$ cat config.mk
export PLATFORM = sky130hd
export DESIGN_NAME = masked_byte_pattern_scan
export DESIGN_NICKNAME = d
export VERILOG_FILES = /design/src/sv/mbps_pkg.sv /design/src/sv/mbps_cfg.sv /design/src/sv/masked_byte_pattern_scan.sv
export SDC_FILE = /design/constraint.sdc
export NUM_CORES = 2
export LEC_CHECK = 0
export ABC_AREA = 1
export BUFFER_PORTS_ARGS = -buffer_cell sky130_fd_sc_hd__buf_2
export CELL_PAD_IN_SITES_DETAIL_PLACEMENT = 1
export CELL_PAD_IN_SITES_GLOBAL_PLACEMENT = 1
export CORE_MARGIN = 5
export CORE_UTILIZATION = 30
export DETAILED_ROUTE_END_ITERATION = 6
export HOLD_SLACK_MARGIN = 0.03
export PLACE_DENSITY = 0.67
export SYNTH_ARGS = -nofsm -noshare
export SYNTH_HDL_FRONTEND = slang
export SYNTH_SLANG_ARGS = --single-unit
$ cat constraint.sdc
create_clock -name clk -period 5.4 [get_ports clk]
set_clock_uncertainty 0.2 [all_clocks]
set_input_delay 1.35 -clock clk [delete_from_list [all_inputs] [get_ports clk]]
set_output_delay 1.35 -clock clk [all_outputs]
set_load 0.05 [all_outputs]
$ cat src/sv/mbps_pkg.sv
// Package for the masked byte pattern scan: register indexes, pattern sizes
// and the aligned-pattern bundle passed from the configuration block to the scanner.
// No dependencies.
package mbps_pkg;

  localparam int PATTERN_BYTES = 32;
  localparam int REG_BITS      = 64;
  localparam int LEN_BITS      = 6;
  localparam int RESULT_BITS   = 32;

  typedef enum logic [2:0] {
    REG_PATTERN_LOW    = 3'd0,
    REG_PATTERN_SECOND = 3'd1,
    REG_PATTERN_THIRD  = 3'd2,
    REG_PATTERN_HIGH   = 3'd3,
    REG_CARE_MASK      = 3'd4,
    REG_PATTERN_LENGTH = 3'd5
  } cfg_reg_t;

  // Pattern laid out against the window: lane w holds the pattern byte that
  // must sit at window age w. Lanes at or past the length have care clear.
  typedef struct packed {
    logic [PATTERN_BYTES-1:0][7:0] pat;
    logic [PATTERN_BYTES-1:0]      care;
    logic                          len_ok;
    logic [LEN_BITS-1:0]           len;
  } align_t;

endpackage

$ cat src/sv/mbps_cfg.sv
// Configuration registers of the masked byte pattern scan, plus a registered
// copy of the pattern aligned to window ages. Depends on mbps_pkg.
module mbps_cfg import mbps_pkg::*; #(
  parameter int MAX_PATTERN_BYTES = 32
) (
  input  logic                 clk,
  input  logic                 rst,
  input  logic                 wr_en,
  input  logic [2:0]           wr_index,
  input  logic [REG_BITS-1:0]  wr_data,
  output align_t               aligned
);

  logic [3:0][REG_BITS-1:0]      pattern_words;
  logic [PATTERN_BYTES-1:0]      care_mask;
  logic [LEN_BITS-1:0]           pattern_length;
  logic [PATTERN_BYTES-1:0][7:0] pat_bytes;
  align_t                        aligned_next;

  always_ff @(posedge clk) begin
    if (rst) begin
      pattern_words  <= '0;
      care_mask      <= '0;
      pattern_length <= '0;
    end else if (wr_en) begin
      case (cfg_reg_t'(wr_index))
        REG_PATTERN_LOW:    pattern_words[0] <= wr_data;
        REG_PATTERN_SECOND: pattern_words[1] <= wr_data;
        REG_PATTERN_THIRD:  pattern_words[2] <= wr_data;
        REG_PATTERN_HIGH:   pattern_words[3] <= wr_data;
        REG_CARE_MASK:      care_mask <= wr_data[PATTERN_BYTES-1:0];
        REG_PATTERN_LENGTH: pattern_length <= wr_data[LEN_BITS-1:0];
        default: ;
      endcase
    end
  end

  for (genvar j = 0; j < PATTERN_BYTES; j++) begin : g_bytes
    assign pat_bytes[j] = pattern_words[j / 8][(j % 8) * 8 +: 8];
  end

  // Lane w compares against pattern byte (length - 1 - w).
  always_comb begin
    logic [LEN_BITS-1:0] idx;
    aligned_next = '0;
    aligned_next.len = pattern_length;
    aligned_next.len_ok = (pattern_length != '0)
                       && ({1'b0, pattern_length} <= 7'(PATTERN_BYTES))
                       && ({1'b0, pattern_length} <= 7'(MAX_PATTERN_BYTES));
    for (int w = 0; w < PATTERN_BYTES; w++) begin
      idx = pattern_length - LEN_BITS'(w) - LEN_BITS'(1);
      if (LEN_BITS'(w) < pattern_length) begin
        aligned_next.pat[w]  = pat_bytes[idx[4:0]];
        aligned_next.care[w] = care_mask[idx[4:0]];
      end
    end
  end

  always_ff @(posedge clk) begin
    if (rst) begin
      aligned <= '0;
    end else begin
      aligned <= aligned_next;
    end
  end

endmodule

$ cat src/sv/masked_byte_pattern_scan.sv
// Top level of the masked byte pattern scan: input register, byte window,
// offset counter, parallel masked compare and result register.
// Depends on mbps_pkg and mbps_cfg.
//
// Usage: bytes of a stream enter on the input channel (data_byte, last_byte),
// a request being taken at a rising edge with in_valid high and in_stall low.
// A byte in the input register is compared, and a result that it produces is
// loaded into the result register. One byte per cycle is sustained while no
// stalled result waits: the full window compare is a single registered pass of
// parallel byte comparators, and a byte that yields no result still advances.
// A result request (found, match_offset) is taken when out_valid is high and
// out_stall is low. While the result register is held by a stalled receiver,
// one more byte can wait in the input register; after that in_stall rises.
// The first match of a stream is reported once with the offset of its first
// byte; if the last byte arrives with no match, found 0 and offset 0 are
// reported. The window, counter and report flag clear after the last byte.
// Configuration writes are always ready and apply to bytes accepted after
// the write. Synchronous reset clears configuration, window and both stages.
module masked_byte_pattern_scan import mbps_pkg::*; #(
  parameter int MAX_PATTERN_BYTES = 32,
  parameter int OFFSET_BITS       = 32
) (
  input  logic                   clk,
  input  logic                   rst,
  // Input byte channel.
  input  logic                   in_valid,
  output logic                   in_stall,
  input  logic [7:0]             data_byte,
  input  logic                   last_byte,
  // Result channel.
  output logic                   out_valid,
  input  logic                   out_stall,
  output logic                   found,
  output logic [RESULT_BITS-1:0] match_offset,
  // Configuration write channel.
  input  logic                   cfg_valid,
  output logic                   cfg_ready,
  input  logic [2:0]             cfg_index,
  input  logic [REG_BITS-1:0]    cfg_data
);

  // Only window ages below the pattern register size can ever be compared.
  localparam int LANES = (MAX_PATTERN_BYTES < PATTERN_BYTES) ? MAX_PATTERN_BYTES
                                                              : PATTERN_BYTES;
  localparam logic [OFFSET_BITS-1:0] CNT_MAX = '1;

  align_t aligned;

  // Input register.
  logic       pend_valid;
  logic [7:0] pend_byte;
  logic       pend_last;

  // Stream state.
  logic [LANES-1:0][7:0]  window;
  logic [LANES-1:0][7:0]  window_next;
  logic [OFFSET_BITS-1:0] bytes_seen;
  logic [OFFSET_BITS-1:0] cnt_next;
  logic [OFFSET_BITS-1:0] diff;
  logic                   reported;

  logic                   advance;
  logic                   in_take;
  logic [LANES-1:0]       lane_ok;
  logic                   cnt_ok;
  logic                   hit;
  logic                   produce;
  logic [RESULT_BITS-1:0] offset_clamped;
  logic [RESULT_BITS-1:0] offset_res;

  assign cfg_ready = 1'b1;

  mbps_cfg #(
    .MAX_PATTERN_BYTES(MAX_PATTERN_BYTES)
  ) u_cfg (
    .clk      (clk),
    .rst      (rst),
    .wr_en    (cfg_valid && cfg_ready),
    .wr_index (cfg_index),
    .wr_data  (cfg_data),
    .aligned  (aligned)
  );

  // The compare stage moves whenever the result register is free or being
  // emptied this cycle.
  assign advance  = !(out_valid && out_stall);
  assign in_stall = pend_valid && !advance;
  assign in_take  = in_valid && !in_stall;

  always_ff @(posedge clk) begin
    if (rst) begin
      pend_valid <= 1'b0;
    end else if (in_take) begin
      pend_valid <= 1'b1;
    end else if (advance) begin
      pend_valid <= 1'b0;
    end
  end

  always_ff @(posedge clk) begin
    if (in_take) begin
      pend_byte <= data_byte;
      pend_last <= last_byte;
    end
  end

  // Window with the pending byte shifted in at age zero.
  always_comb begin
    window_next[0] = pend_byte;
    for (int i = 1; i < LANES; i++) begin
      window_next[i] = window[i-1];
    end
  end

  // Every lane either is a wildcard or matches its aligned pattern byte.
  always_comb begin
    for (int w = 0; w < LANES; w++) begin
      lane_ok[w] = !aligned.care[w] || (window_next[w] == aligned.pat[w]);
    end
  end

  // The counter saturates; a match seen while saturated reports all ones.
  assign cnt_next = (bytes_seen == CNT_MAX) ? bytes_seen : bytes_seen + OFFSET_BITS'(1);
  assign cnt_ok   = cnt_next >= OFFSET_BITS'(aligned.len);
  assign diff     = cnt_next - OFFSET_BITS'(aligned.len);

  if (OFFSET_BITS > RESULT_BITS) begin : g_clamp
    assign offset_clamped = (|diff[OFFSET_BITS-1:RESULT_BITS]) ? '1
                                                                : diff[RESULT_BITS-1:0];
  end else begin : g_extend
    assign offset_clamped = RESULT_BITS'(diff);
  end

  assign offset_res = (cnt_next == CNT_MAX) ? '1 : offset_clamped;
  assign hit        = !reported && aligned.len_ok && cnt_ok && (&lane_ok);
  assign produce    = hit || (pend_last && !reported);

  // Stream state advances with each byte and clears after the last one.
  always_ff @(posedge clk) begin
    if (rst) begin
      window     <= '0;
      bytes_seen <= '0;
      reported   <= 1'b0;
    end else if (pend_valid && advance) begin
      if (pend_last) begin
        window     <= '0;
        bytes_seen <= '0;
        reported   <= 1'b0;
      end else begin
        window     <= window_next;
        bytes_seen <= cnt_next;
        reported   <= reported || hit;
      end
    end
  end

  // Result register.
  always_ff @(posedge clk) begin
    if (rst) begin
      out_valid <= 1'b0;
    end else if (advance) begin
      out_valid <= pend_valid && produce;
    end
  end

  always_ff @(posedge clk) begin
    if (advance && pend_valid && produce) begin
      found        <= hit;
      match_offset <= hit ? offset_res : '0;
    end
  end

`ifndef SYNTHESIS
  // A not-found result always carries a zero offset.
  a_notfound_zero: assert property (@(posedge clk) disable iff (rst)
    (out_valid && !found) |-> (match_offset == '0))
    else $error("not-found result with nonzero offset");

  // The input side only stalls while a byte waits in the input register.
  a_stall_pending: assert property (@(posedge clk) disable iff (rst)
    in_stall |-> pend_valid)
    else $error("input stalled with empty input register");

  // Processing a last byte returns the stream state to its start.
  a_stream_clear: assert property (@(posedge clk) disable iff (rst)
    (pend_valid && advance && pend_last) |=> (bytes_seen == '0 && !reported))
    else $error("stream state not cleared after last byte");

  // A match within the stream blocks any further report until its end.
  a_hit_marks: assert property (@(posedge clk) disable iff (rst)
    (pend_valid && advance && hit && !pend_last) |=> (reported && out_valid && found))
    else $error("match not recorded");
`endif

endmodule
Yosys cells after proc, flatten, opt, wreduce, memory -nomap -nowiden
Cells that the tools add are included.
{"block": "totals", "regBits": 914, "latchBits": 0, "ram_bits": 0, "romBits": 0, "in_bits": 81, "wordCells": 570, "mem_count": 0}
{"block": "op_classes", "addsub": 64, "mul": 0, "div_mod_pow": 0, "magnitude_cmp": 66, "n_eq_ne": 40, "n_shift": 0, "muxes": 135, "bitwise": 32, "n_reduce_logical": 122}
{"cell": "binary-select mux 8 bit (select 5 bit)", "n": 32}
{"cell": "== test 8 bit", "n": 32}
{"cell": "2-to-1 mux 8 bit", "n": 32}
{"cell": "2-to-1 mux 248 bit", "n": 1}
{"cell": "< comparator 5 x 6 -> 1 bit (second input constant)", "n": 32}
{"cell": "binary-select mux 1 bit (select 5 bit)", "n": 32}
{"cell": "subtractor 5 x 1 -> 5 bit (second input constant)", "n": 32}
{"cell": "< comparator 5 x 6 -> 1 bit (first input constant)", "n": 16}
{"cell": "2-to-1 mux 32 bit", "n": 3}
{"cell": "subtractor 5 bit (second input constant)", "n": 16}
{"cell": "== test 32 bit (second input constant)", "n": 2}
{"cell": "OR reduction 2 bit", "n": 32}
{"cell": "< comparator 4 x 6 -> 1 bit (first input constant)", "n": 8}
{"cell": "subtractor 5 x 4 -> 5 bit (second input constant)", "n": 8}
{"cell": "zero test 1 bit", "n": 35}
{"cell": "2-to-1 mux 1 bit", "n": 35}
{"cell": "logical OR 1 bit", "n": 34}
{"cell": "adder 32 x 1 -> 32 bit (second input constant)", "n": 1}
{"cell": ">= comparator 32 x 6 -> 1 bit", "n": 1}
{"cell": "inverter 1 bit", "n": 32}
{"cell": "AND reduction 32 bit", "n": 1}
{"cell": "subtractor 32 x 6 -> 32 bit", "n": 1}
{"cell": "< comparator 3 x 6 -> 1 bit (first input constant)", "n": 4}
{"cell": "subtractor 5 x 3 -> 5 bit (second input constant)", "n": 4}
{"cell": "12 further kinds", "n": 33}

Longest topological paths before layout
{"block": "depth", "depth_word": 7, "ltp_mapped": 27, "depth_no_buf": 24}

Modules after synthesis
A second synthesis with hierarchy kept.
{"block": "hier_totals", "hier_cells": 8670, "hier_area_um2": 53486.3}
{"module": "mbps_cfg", "instances": 1, "cells_per_inst": 6219, "area_per_inst_um2": 36561.3, "seq_area_each_um2": 11791.3}
{"module": "masked_byte_pattern_scan", "instances": 1, "cells_per_inst": 2451, "area_per_inst_um2": 16925.0, "seq_area_each_um2": 6926.6}

Least setup slack after synthesis
No wires, ideal clock.
{"block": "synth_path", "kind": "register to register", "from": "reg bytes_seen[0]", "to": "reg found (enable)", "setup_time_ns": 0.485, "arrival_ns": 3.940, "required_ns": 4.715, "setup_slack_ns": 0.776, "path_stages_with_launch": 24, "n_path_buf": 3, "path_cell_list": "dfxtp_1 ha_1 buf_2 nand3_2 inv_2 nand2_2 nor2_4 nand2_4 buf_6 buf_6 xor2_1 ha_1 inv_1 fa_1 nand3_1 nand2_1 a21oi_1 nand3_1 nor2_2 nand3_2 nor2_2 nand3_2 nand3_1 nand2_1"}
{"block": "synth_via", "elab_chain_cells": 7, "elab_cells_between_ends": 8}
{"item": "from (decl)", "line": "masked_byte_pattern_scan.sv:57", "text": "logic [OFFSET_BITS-1:0] bytes_seen;"}
{"item": "from (signal assigned)", "line": "masked_byte_pattern_scan.sv:151", "text": "bytes_seen <= cnt_next;"}
{"item": "adder 32 x 1 -> 32 bit / == test 32 bit (equally long branches)", "line": "masked_byte_pattern_scan.sv:123", "text": "assign cnt_next = (bytes_seen == CNT_MAX) ? bytes_seen : bytes_seen + OFFSET_BITS'(1);"}
{"item": "2-to-1 mux 32 bit *", "line": "masked_byte_pattern_scan.sv:123"}
{"item": ">= comparator 32 x 6 -> 1 bit *", "line": "masked_byte_pattern_scan.sv:124", "text": "assign cnt_ok = cnt_next >= OFFSET_BITS'(aligned.len);"}
{"item": "logical AND 1 bit * (2 in a row)", "line": "masked_byte_pattern_scan.sv:135", "text": "assign hit = !reported && aligned.len_ok && cnt_ok && (&lane_ok);"}
{"item": "logical OR 1 bit *", "line": "masked_byte_pattern_scan.sv:136", "text": "assign produce = hit || (pend_last && !reported);"}
{"item": "logical AND 1 bit *", "line": "masked_byte_pattern_scan.sv:167", "text": "if (advance && pend_valid && produce) begin"}
{"item": "to (signal assigned)", "line": "masked_byte_pattern_scan.sv:168", "text": "found <= hit;"}
{"item": "to (decl)", "line": "masked_byte_pattern_scan.sv:33", "text": "output logic found,"}
Every way passes the cells marked *; elsewhere a longest branch is shown, timed or not.
A chain may end at the register's enable or synchronous reset.

Worst setup path in the final report
{"block": "layout_path", "from": "reg bytes_seen[0]", "to": "reg match_offset[2] (data pin)"}
{"block": "layout_via", "elab_chain_cells": 5, "elab_cells_between_ends": 9}
{"item": "adder 32 x 1 -> 32 bit / == test 32 bit (equally long branches)", "line": "masked_byte_pattern_scan.sv:123"}
{"item": "2-to-1 mux 32 bit *", "line": "masked_byte_pattern_scan.sv:123"}
{"item": ">= comparator 32 x 6 -> 1 bit", "line": "masked_byte_pattern_scan.sv:124"}
{"item": "logical AND 1 bit (2 in a row)", "line": "masked_byte_pattern_scan.sv:135"}
{"item": "to (signal assigned)", "line": "masked_byte_pattern_scan.sv:169", "text": "match_offset <= hit ? offset_res : '0;"}
{"item": "to (decl)", "line": "masked_byte_pattern_scan.sv:34", "text": "output logic [RESULT_BITS-1:0] match_offset,"}
Marks and branches as above.

==> results.md <==
- The number of nets in the synthesized netlist is 8,138.
- The number of cells upsized or downsized after cts is 0.
- The worst register-to-register path has a setup slack of between 600 and 700 ps.
- The flip-flop and latch count after synthesis is 914.
- The number of buffers added on ports is roughly 120.
- The die covers around 180,000 um2.
- The cell count after placement is around 10,000.
- The via count is around 55,000.
- Using the TritonRoute via totals, the vias-per-cell ratio works out to 5.31.
- After layout, the worst path uses between 80% and 90% of the clock period.
- The pre-CTS worst setup slack is 696 ps.
- The minimum setup slack in the final design is around 650 ps.
- Total power for the finished layout comes to 0.0175 W.
- The number of rows created at floorplan is 151.
- A synthesized cell averages about 6.4 um2.
- The CTS H-tree depth is 3.
- The worst-margin pin slew is 1370 ps.
- The analysis attributes to cell leakage a power of approximately 24 nW.
- The type of the most critical hold path is reg2reg.
- Leaving out fill and tap cells, the most frequent cells in the layout are nand2_1, o21ai_0, dfxtp_1, nor2_1, a21oi_1.
- For this run the aggregate overflow at the end of global routing stands at 0.
- The number of setup buffers added after CTS is 0.
- The finished layout holds around 10,000 standard cells, fillers aside.
- The number of buffers inserted by hold repair at cts is 0.
- The routed length per placed instance is 25.7 um.
- The total routing usage reported by global routing is between 20 and 30%.
- The worst path in the final design needs a cycle of 4750 ps, including I/O delays and setup.
- The dominant register cell in the synthesized netlist is dfxtp_1.
- The data arrival time at the worst-slack endpoint is 5050 ps.
- The share of the Yosys chip area taken by registers is 36.4%.
- The number of synthesized flops with an enable pin is 42.
- IR analysis of the VDD net gives a maximum drop of roughly 240 uV.
- The initial antenna violation count is 22.
- The number of slew-limit violations in the final report came to 0.
- The total area inside the core boundary comes to between 150,000 and 200,000 um2.
- The clock latency on the worst-skew pair is between 700 and 800 ps.
- The synthesized netlist occupies a cell area of 51,400 um2.
- The category of the worst setup path capture point is a flip-flop.
- TritonCTS built the clock tree.
- The root buffer cell is clkbuf_16.
- The final hold violation count is 0.
- The gate count after technology mapping is around 8,000.
- The initial standard-cell utilization of the core is 30.3%.
- The number of I/O pins is between 100 and 150.
- For this run, asynchronously set or reset flops after synthesis account for 0%.
- After the first detailed-routing iteration, the DRC count stood at between 5,000 and 6,000.
- The number of failing setup endpoints in the final timing report is 0.
- The largest net degree at the start of global routing is ~200.
- The most common library cell in the layout ignoring fill and taps is nand2_1.
- The count of unresolved DRC violations after routing is 0.
- The distinct cell type count of the synthesized netlist is 52.
- The Yosys step of the flow raised 0 warnings.
- STA classifies the critical path startpoint as a flip-flop.
- The share of layout cells above drive strength 1 is between 7 and 8%.
- Setup repair after global routing left no endpoint under its margin.
- The worst setup path is of the reg2reg kind.
- The run finished with clean final reports.
- The area growth from synthesis to layout is 12.8%.
- The number of global-route vias before repair is 52,123.
- The number of detailed-routing iterations run before antenna repair is 7.
- In this run the remaining antenna-violating nets after routing total 0.
- The tool flagged a number of max-cap violations equal to 0.
- The worst hold path was traced through 2 stages.
- At the end of routability-driven placement, the weighted congestion stood at 1.02.
- The total clock sinks is 914.
- The required time of the critical path is roughly 5700 ps.
- Clock-pin slew was measured on the worst setup and hold paths at 70 ps.
- The power density over the cells is between 300 and 400 nW/um2.
- The vertical die dimension is 424 um.
- Measured against its own limit, the worst slew margin works out to approximately 8%.
- The number of nets in the final layout is 8,047.
- The first global-routing pass estimated 373 mm of wire.
- The maximum clock frequency is 210 MHz.
- The final layout contains routed wiring with a total length of 263 mm.
- The total CTS buffers is 104.
- Counting along the longest clock path gives a buffer depth of 3.
- After routing, the total negative slack on setup checks comes to 0 ps.
- The die is 424 um wide.
- The detailed placement HPWL is ~210 mm.
- The maximum net fanout on the critical path is 18.
- The depth of the worst register-to-register path is 21.
[where the power goes]
part | internal, W | switching, W | leakage (nW)
Sequential | 0.00694 | 0.000108 | 7.44
Combinational | 0.000687 | 0.00231 | 14.5
Clock | 0.00426 | 0.00318 | 1.71
Total | 0.0119 | 0.00559 | 23.7
[per-layer routing]
layer	part of all wire (%)	wire length (um)	global-route usage (%)	vias up
met1	44	116000	38.1	26723
met2	44	115000	44.4	1658
li1	-	-	-	25768
met4	5.2	13800	12.5	6
met3	6.9	18200	5.11	362
met5	0.016	41	0	-
[path summary, 6_finish.rpt]
| path | endpoint | from |
|---|---|---|
| setup reg to reg | match_offset[2]$_SDFFCE_PN0P_ | bytes_seen[0]$_SDFFE_PP0P_ |
| hold / removal | window[222]$_SDFFE_PP0P_ | window[214]$_SDFFE_PP0P_ |
| setup / recovery | match_offset[2]$_SDFFCE_PN0P_ | bytes_seen[0]$_SDFFE_PP0P_ |
| hold reg to reg | window[222]$_SDFFE_PP0P_ | window[214]$_SDFFE_PP0P_ |
[worst max-delay path, cell delays in order (launching register included)]
cell and delay [ps]:
dfxtp_1 420, ha_1 360, nand3_2 150, inv_2 120, nand2_2 80, nor2_4 160, nand2_4 110, xor2_1 270
ha_1 220, inv_1 60, fa_1 400, nand3_1 90, nand2_1 90, a21oi_1 210, nand3_1 140, nor2_2 250
nand3_2 180, nor2_2 190, nand3_2 120, nand2_2 330, buf_4 270, a21oi_1 70
[stage by stage]
step	hold WS [ps]	cell area (um2)	utilization [%]
floorplan	239	51400	-
global placement	248	54400	32.0
detailed placement	261	54400	32.0
CTS	266	57900	34.1
global route	281	57900	34.1
finish	266	58000	34.1
[cell type report]
type / count / area [um2]
well taps: 2218 / 2780
fillers: 21670 / 112000
multi-input cells: 6057 / 28600
diodes: 13 / 32.5
clock inverters: 40 / 528
flip-flops and latches: 914 / 18700
inverters: 569 / 2150
clock buffers: 150 / 3000
repair buffers: 301 / 2140
[synth_stat cells, types with 5 or more instances]
cell	count	area share, %
ha_1	18	0.44
o21ai_1	9	0.088
clkbuf_1	351	2.6
nor2_1	847	6.2
a221oi_1	9	0.15
buf_2	78	0.76
nand2_1	2522	18
mux2i_1	151	2.9
o21ai_0	1274	12
xnor2_1	172	2.9
or2_2	71	0.86
o22ai_1	15	0.18
clkinv_1	6	0.044
a31oi_1	29	0.35
edfxtp_1	42	2.5
nor3_1	10	0.097
buf_1	56	0.41
nand3_2	5	0.097
nand4_1	38	0.46
xor2_1	27	0.46
nor2_2	9	0.11
a211oi_1	105	1.5
buf_4	6	0.088
dfxtp_1	872	34
nand2_2	6	0.073
nand3_1	111	1.1
inv_1	541	4.0
o211ai_1	12	0.18
inv_2	22	0.16
a21oi_1	570	5.6
buf_6	7	0.15
o21bai_1	5	0.073
nand3b_1	7	0.10
[kinds of logic (layout without fill, tap and decap cells)]
logic type	Yosys count	after routing	share of synthesized area [%]
buffers and inverters	1067	1060	8.13
DFF	914	914	36.4
xor gates and xnor gates	202	202	3.49
other	1	14	0.00730
muxes	151	151	2.94
and+or+nand+nor	3642	3642	27.8
AOI/OAI and AO/OA	2042	2042	20.8
adders and majority gates	19	19	0.477
[flip-flops by register name (all words and copies together), names as in the netlist]
signal,cells
pend_valid,1
reported,1
pend_last,1
u_cfg.pat_bytes,256
u_cfg.aligned,295
out_valid,1
match_offset,32
pend_byte,8
window,248
u_cfg.care_mask,32
u_cfg.pattern_length,6
found,1
bytes_seen,32
Note: power is estimated with default switching activity, not from simulation.
